`config.mk`:
```
export PLATFORM = sky130hd
export DESIGN_NAME = chacha_ctrl
export DESIGN_NICKNAME = d
export VERILOG_FILES = /design/src/rtl/chacha_pkg.sv /design/src/rtl/chacha_ctrl.sv
export SDC_FILE = /design/constraint.sdc
export NUM_CORES = 1
export LEC_CHECK = 0
export ABC_AREA = 1
export BUFFER_PORTS_ARGS = -buffer_cell sky130_fd_sc_hd__buf_4
export CORE_UTILIZATION = 53
export DETAILED_ROUTE_END_ITERATION = 6
export MAX_ROUTING_LAYER = met4
export PLACE_DENSITY = 0.77
export SYNTH_ARGS = -nofsm -noshare
export SYNTH_HDL_FRONTEND = slang
export SYNTH_SLANG_ARGS = --single-unit
```
`constraint.sdc`:
```
create_clock -name i_clk -period 1.44 [get_ports i_clk]
set_input_delay 0.144 -clock i_clk [delete_from_list [all_inputs] [get_ports i_clk]]
set_output_delay 0.144 -clock i_clk [all_outputs]
set_load 0.01 [all_outputs]
```
`src/rtl/chacha_pkg.sv`:
```
// Shared types and constants for the ChaCha20 stream cipher block.
package chacha_pkg;
    localparam logic [31:0] SIGMA0 = 32'h61707865;
    localparam logic [31:0] SIGMA1 = 32'h3320646e;
    localparam logic [31:0] SIGMA2 = 32'h79622d32;
    localparam logic [31:0] SIGMA3 = 32'h6b206574;

    localparam logic [2:0] REG_KEY0  = 3'd0;
    localparam logic [2:0] REG_KEY1  = 3'd1;
    localparam logic [2:0] REG_KEY2  = 3'd2;
    localparam logic [2:0] REG_KEY3  = 3'd3;
    localparam logic [2:0] REG_NONCE_LO = 3'd4;
    localparam logic [2:0] REG_NONCE_HI = 3'd5;
    localparam logic [2:0] REG_INIT_CTR = 3'd6;

    // commands from controller to datapath
    typedef struct packed {
        logic load;       // load initial state, select counter source
        logic load_init;  // counter from initial_counter
        logic col;        // round step: 1 column, 0 diagonal
        logic round;      // run one round
        logic finish;     // add input words back, bump counter
    } t_dp_cmd;

    function automatic logic [31:0] rotl(input logic [31:0] v, input int n);
        rotl = (v << n) | (v >> (32 - n));
    endfunction

    // one quarter round on four words
    function automatic logic [127:0] qr(input logic [31:0] a, input logic [31:0] b,
                                        input logic [31:0] c, input logic [31:0] d);
        logic [31:0] a1, b1, c1, d1;
        a1 = a + b;   d1 = rotl(d ^ a1, 16);
        c1 = c + d1;  b1 = rotl(b ^ c1, 12);
        a1 = a1 + b1; d1 = rotl(d1 ^ a1, 8);
        c1 = c1 + d1; b1 = rotl(b1 ^ c1, 7);
        qr = {d1, c1, b1, a1};
    endfunction
endpackage

```
`src/rtl/chacha_ctrl.sv`:
```
// Controller: handshake, byte position, round sequencing.
module chacha_ctrl #(
    parameter int DOUBLE_ROUNDS = 10
) (
    input  logic                i_clk,
    input  logic                i_rst_n,
    input  logic                i_in_valid,
    input  logic                i_in_start,
    output logic                o_in_ready,
    output logic                o_out_valid,
    input  logic                i_out_ready,
    output chacha_pkg::t_dp_cmd o_cmd,
    output logic [5:0]          o_pos,
    output logic                o_xor_load
);
    import chacha_pkg::*;

    localparam int RW = $clog2(2 * DOUBLE_ROUNDS + 1);

    typedef enum logic [1:0] {S_IDLE, S_ROUND, S_FIN, S_OUT} t_state;

    t_state      r_state;
    logic [RW-1:0] r_rcnt;
    logic [5:0]  r_pos;
    logic        r_ready;
    logic        r_ovalid;
    logic        acc;
    logic        out_free;

    assign out_free   = !r_ovalid || i_out_ready;
    assign o_in_ready = (r_state == S_IDLE) && out_free;
    assign acc        = i_in_valid && o_in_ready;
    assign o_out_valid = r_ovalid;
    assign o_pos      = r_pos;

    // commands
    always_comb begin
        o_cmd = '0;
        o_xor_load = 1'b0;
        o_cmd.col = !r_rcnt[0];
        if (acc && (i_in_start || !r_ready)) begin
            o_cmd.load = 1'b1;
            o_cmd.load_init = i_in_start;
        end
        if (r_state == S_ROUND) o_cmd.round = 1'b1;
        if (r_state == S_FIN) o_cmd.finish = 1'b1;
        if ((acc && !(i_in_start || !r_ready)) || (r_state == S_OUT && out_free))
            o_xor_load = 1'b1;
    end

    // state and registered flags
    always_ff @(posedge i_clk) begin
        if (!i_rst_n) begin
            r_state  <= S_IDLE;
            r_rcnt   <= '0;
            r_pos    <= '0;
            r_ready  <= 1'b0;
            r_ovalid <= 1'b0;
        end else begin
            // set on a new result, drop once taken
            r_ovalid <= o_xor_load || (r_ovalid && !i_out_ready);
            unique case (r_state)
                S_IDLE: begin
                    if (acc) begin
                        if (i_in_start || !r_ready) begin
                            if (i_in_start) r_pos <= '0;
                            r_rcnt  <= '0;
                            r_state <= S_ROUND;
                        end else begin
                            r_pos    <= r_pos + 6'd1;
                            if (r_pos == 6'd63) r_ready <= 1'b0;
                        end
                    end
                end
                S_ROUND: begin
                    r_rcnt <= r_rcnt + RW'(1);
                    if (r_rcnt == RW'(2 * DOUBLE_ROUNDS - 1)) r_state <= S_FIN;
                end
                S_FIN: begin
                    r_ready <= 1'b1;
                    r_state <= S_OUT;
                end
                S_OUT: begin
                    if (out_free) begin
                        r_pos    <= r_pos + 6'd1;
                        if (r_pos == 6'd63) r_ready <= 1'b0;
                        r_state  <= S_IDLE;
                    end
                end
                default: r_state <= S_IDLE;
            endcase
        end
    end
endmodule

```
==> impl_metrics.csv <==
group,metric,value,unit
grt,grt_first_pass_wirelength,3512,um
placed_design,place_ws,-0.01464,ns
cells_and_area,final_area,1313,sq um
floorplanning,die_w,45.38,um
grt,gr-total-overflow,0,
timing,setup-tns-final,0,ns
cells_and_area,antenna_cells,0,
hold_path,hold_start,"i_rst_n",
timing,worst_slack,0.01925,ns
setup_path,max_stage_delay,0.37,ns
timing,tightest_slew,0.2906,ns
clock_tree,cts_tree,"built",
detailed_routing,dr.pass1.iters,6,
yosys,synthesis.area,997.2,sq um
cells_and_area,mostFrequentLayoutCells,"32 x nand2_1, 24 x buf_4, 17 x inv_1, 14 x nor2_1, 13 x dfxtp_1",
timing,post-route-period-util,98.66,%
power,power.density,1845,nW/um^2
placed_design,portBuffers,18,
clock_tree,cts_buffers,3,
detailed_routing,drc_errors,0,
clock_tree,clkSinkCount,15,
clock_tree,clock-root-buffer,"clkbuf_4",
clock_tree,htreeDepth,1,
placed_design,gp_congestion,0.8410,
yosys,syn-instance-count,144,
yosys,ys_top_cells_by_area,"dfxtp_1 30%, nand2_1 12%, inv_1 7.9%, ha_1 7.5%, nand3_1 6.0%",
timing,clock.fmax,703.9,MHz
floorplanning,die-height,45.38,um
setup_path,crit_path_cell_trace,"inv_4 > ha_4 > nand3_4 > o22ai_4 > buf_6",
setup_path,worstPathArrival,1.28,ns
timing,slew_violations,0,
clock_tree,clk_pin_slew,0.10,ns
yosys,synth_cell_types,23,
timing,relSlewSlack,80.61,%
power,p_leak,0.6206,nW
floorplanning,num_rows,15,
detailed_routing,viasPerCell,5.192,
setup_path,worstPathRequired,1.30,ns
grt,globalRouteTotalUtil,24.51,%
yosys,syn-num-nets,155,
timing,fin_crit,1.421,ns
detailed_routing,drtAntennaViolNets,0,
setup_path,r2r_slack,0.04,ns
floorplanning,coreArea,1745,sq um
floorplanning,initial_core_util,57.13,%
detailed_routing,routed_wirelength,2354,um
yosys,netlist.area_leader.share,30.11,%
detailed_routing,drtIter0Drc,28,
setup_path,crit_path_start_kind,"flip-flop",
setup_path,critPathCaptureType,"primary output",
setup_path,crit_path_top_delay_cell,"dfxtp_4",
setup_path,worst-path-max-fanout,5,
detailed_routing,avgRoutedWirePerCell,11.89,um
placed_design,dpl.hpwl,1694,um
cells_and_area,layout_commonest_cell,"nand2_1",
job,maxCapViolations,0,
timing,finClkSkew,0.006702,ns
timing,setup_violations,0,
cells_and_area,nets,185,
setup_path,rr_endpoint,"r_state[1]",
yosys,ys_ff_latch,15,
grt,antenna_found_initial,0,
cells_and_area,drive_gt1_share,32.95,%
clock_tree,clk_latency,0.29,ns
grt,grt_max_degree,10,
hold_path,hold_end,"r_ready",
grt,grt_pass1_vias,860,
floorplanning,ioPinCount,19,
yosys,synth_area_leader_cell,"dfxtp_1",
timing,grt_setup_unrepaired,"true",
power,peakVddDrop,1.673,mV
cells_and_area,postLayoutCoreUtil,75.20,%
power,total_power,2.421,mW
clock_tree,clk_path_buf_depth,2,
setup_path,r2r_cells,8,
cells_and_area,layout-area-overhead-vs-synth,31.62,%
hold_path,hold_depth,3,
detailed_routing,vias,1028,
timing,hold_viol_final,0,
outcome,status,"finished, final reports clean",
yosys,syn_avg_cell_area,6.925,sq um
floorplanning,die_area,2059,sq um
setup_path,crit_type,"reg -> out",
clock_tree,cts_hold_buf,0,
yosys,yosysSeqAreaShare,30.11,%
placed_design,dpl_cell_area,1201,sq um
hold_path,hp-class,"in -> reg",
setup_path,rr_startpoint,"r_state[1]",
yosys,yosysWarnings,0,
[how the worst max path moves through the flow]
| stage | depth (start not counted) | to | startpoint | slack, ns |
|---|---|---|---|---|
| 3_3_place_gp | 8 | o_pos[1] | r_state[0] | 0.02 |
| 4_1_cts | 4 | o_xor_load | r_state[1] | 0.02 |
| 2_1_floorplan | 9 | r_rcnt[1] | r_state[0] | 0.06 |
| 5_1_grt | 8 | r_state[1] | r_state[0] | -0.07 |
| 3_5_place_dp | 7 | o_pos[3] | r_state[1] | -0.01 |
| 6_report | 5 | o_xor_load | r_state[1] | 0.02 |
[per-stage QoR]
step           cells  hold WS [ns]
5_1_grt          198        0.1467
6_report         198        0.1313
2_1_floorplan    144        0.2644
4_1_cts          196        0.1233
3_5_place_dp     192        0.4355
3_3_place_gp     192        0.4341
[layer usage]
layer | vias to the layer above | GRT usage [%] | part of all wire (%)
li1 | 524 | - | -
met1 | 466 | 28.85 | 43
met2 | 34 | 42.03 | 52
met3 | 4 | 2.381 | 3.7
met4 | 0 | 10.91 | 1.4
met5 | - | - | 0
[layout make-up]
| class | count | area, sq um |
|---|---|---|
| clock buffer | 3 | 22.52 |
| clock inverter | 1 | 5.005 |
| fill | 136 | 432.9 |
| inverter | 25 | 96.34 |
| multi-input combinational | 104 | 660.6 |
| sequential | 15 | 305.3 |
| tap | 25 | 31.28 |
| timing repair buffer | 25 | 191.4 |
[cells in the mapped netlist (all sizes together)]
library cell / n
a21oi: 10
inv: 25
ha: 6
nor2: 19
nand3: 13
nand4: 4
dfxtp: 15
o22ai: 1
o21ai: 8
nor3: 2
a31oi: 1
nand2: 36
xor2: 4
[sequential cells by signal (all words and copies together), names as in the netlist]
signal	flops
o_out_valid	1
o_pos	6
r_rcnt	5
r_ready	1
r_state	2
[cell families after synthesis]
logic type / share of synthesized area (%)
compound gates: 11.79
xor+xnor: 3.513
fa+ha+maj: 7.528
buf+inv: 9.410
flops: 30.11
simple gates: 37.64
[worst max-delay path: cells and delay by family (launching register included)]
family / cells / cell delay, ns
buffers and inverters: 2 / 0.19
adder cells (fa/ha/maj): 1 / 0.17
AO/OA/AOI/OAI: 1 / 0.14
flip-flops: 1 / 0.37
AND/OR/NAND/NOR: 1 / 0.10
[where the power goes]
part / leakage, nW / internal (mW) / total [mW] / switching, mW
registers: 0.123 / 0.509 / 0.579 / 0.0698
logic: 0.480 / 0.675 / 1.60 / 0.920
clock network: 0.0177 / 0.103 / 0.247 / 0.143
total: 0.621 / 1.29 / 2.42 / 1.13
[what timing repair did]
action	in CTS	in global routing
setup endpoints to repair	14	11
setup buffers	0	2
gates resized for setup	9	11
pin swaps	0	2
Power figures use the tool's default switching activity.
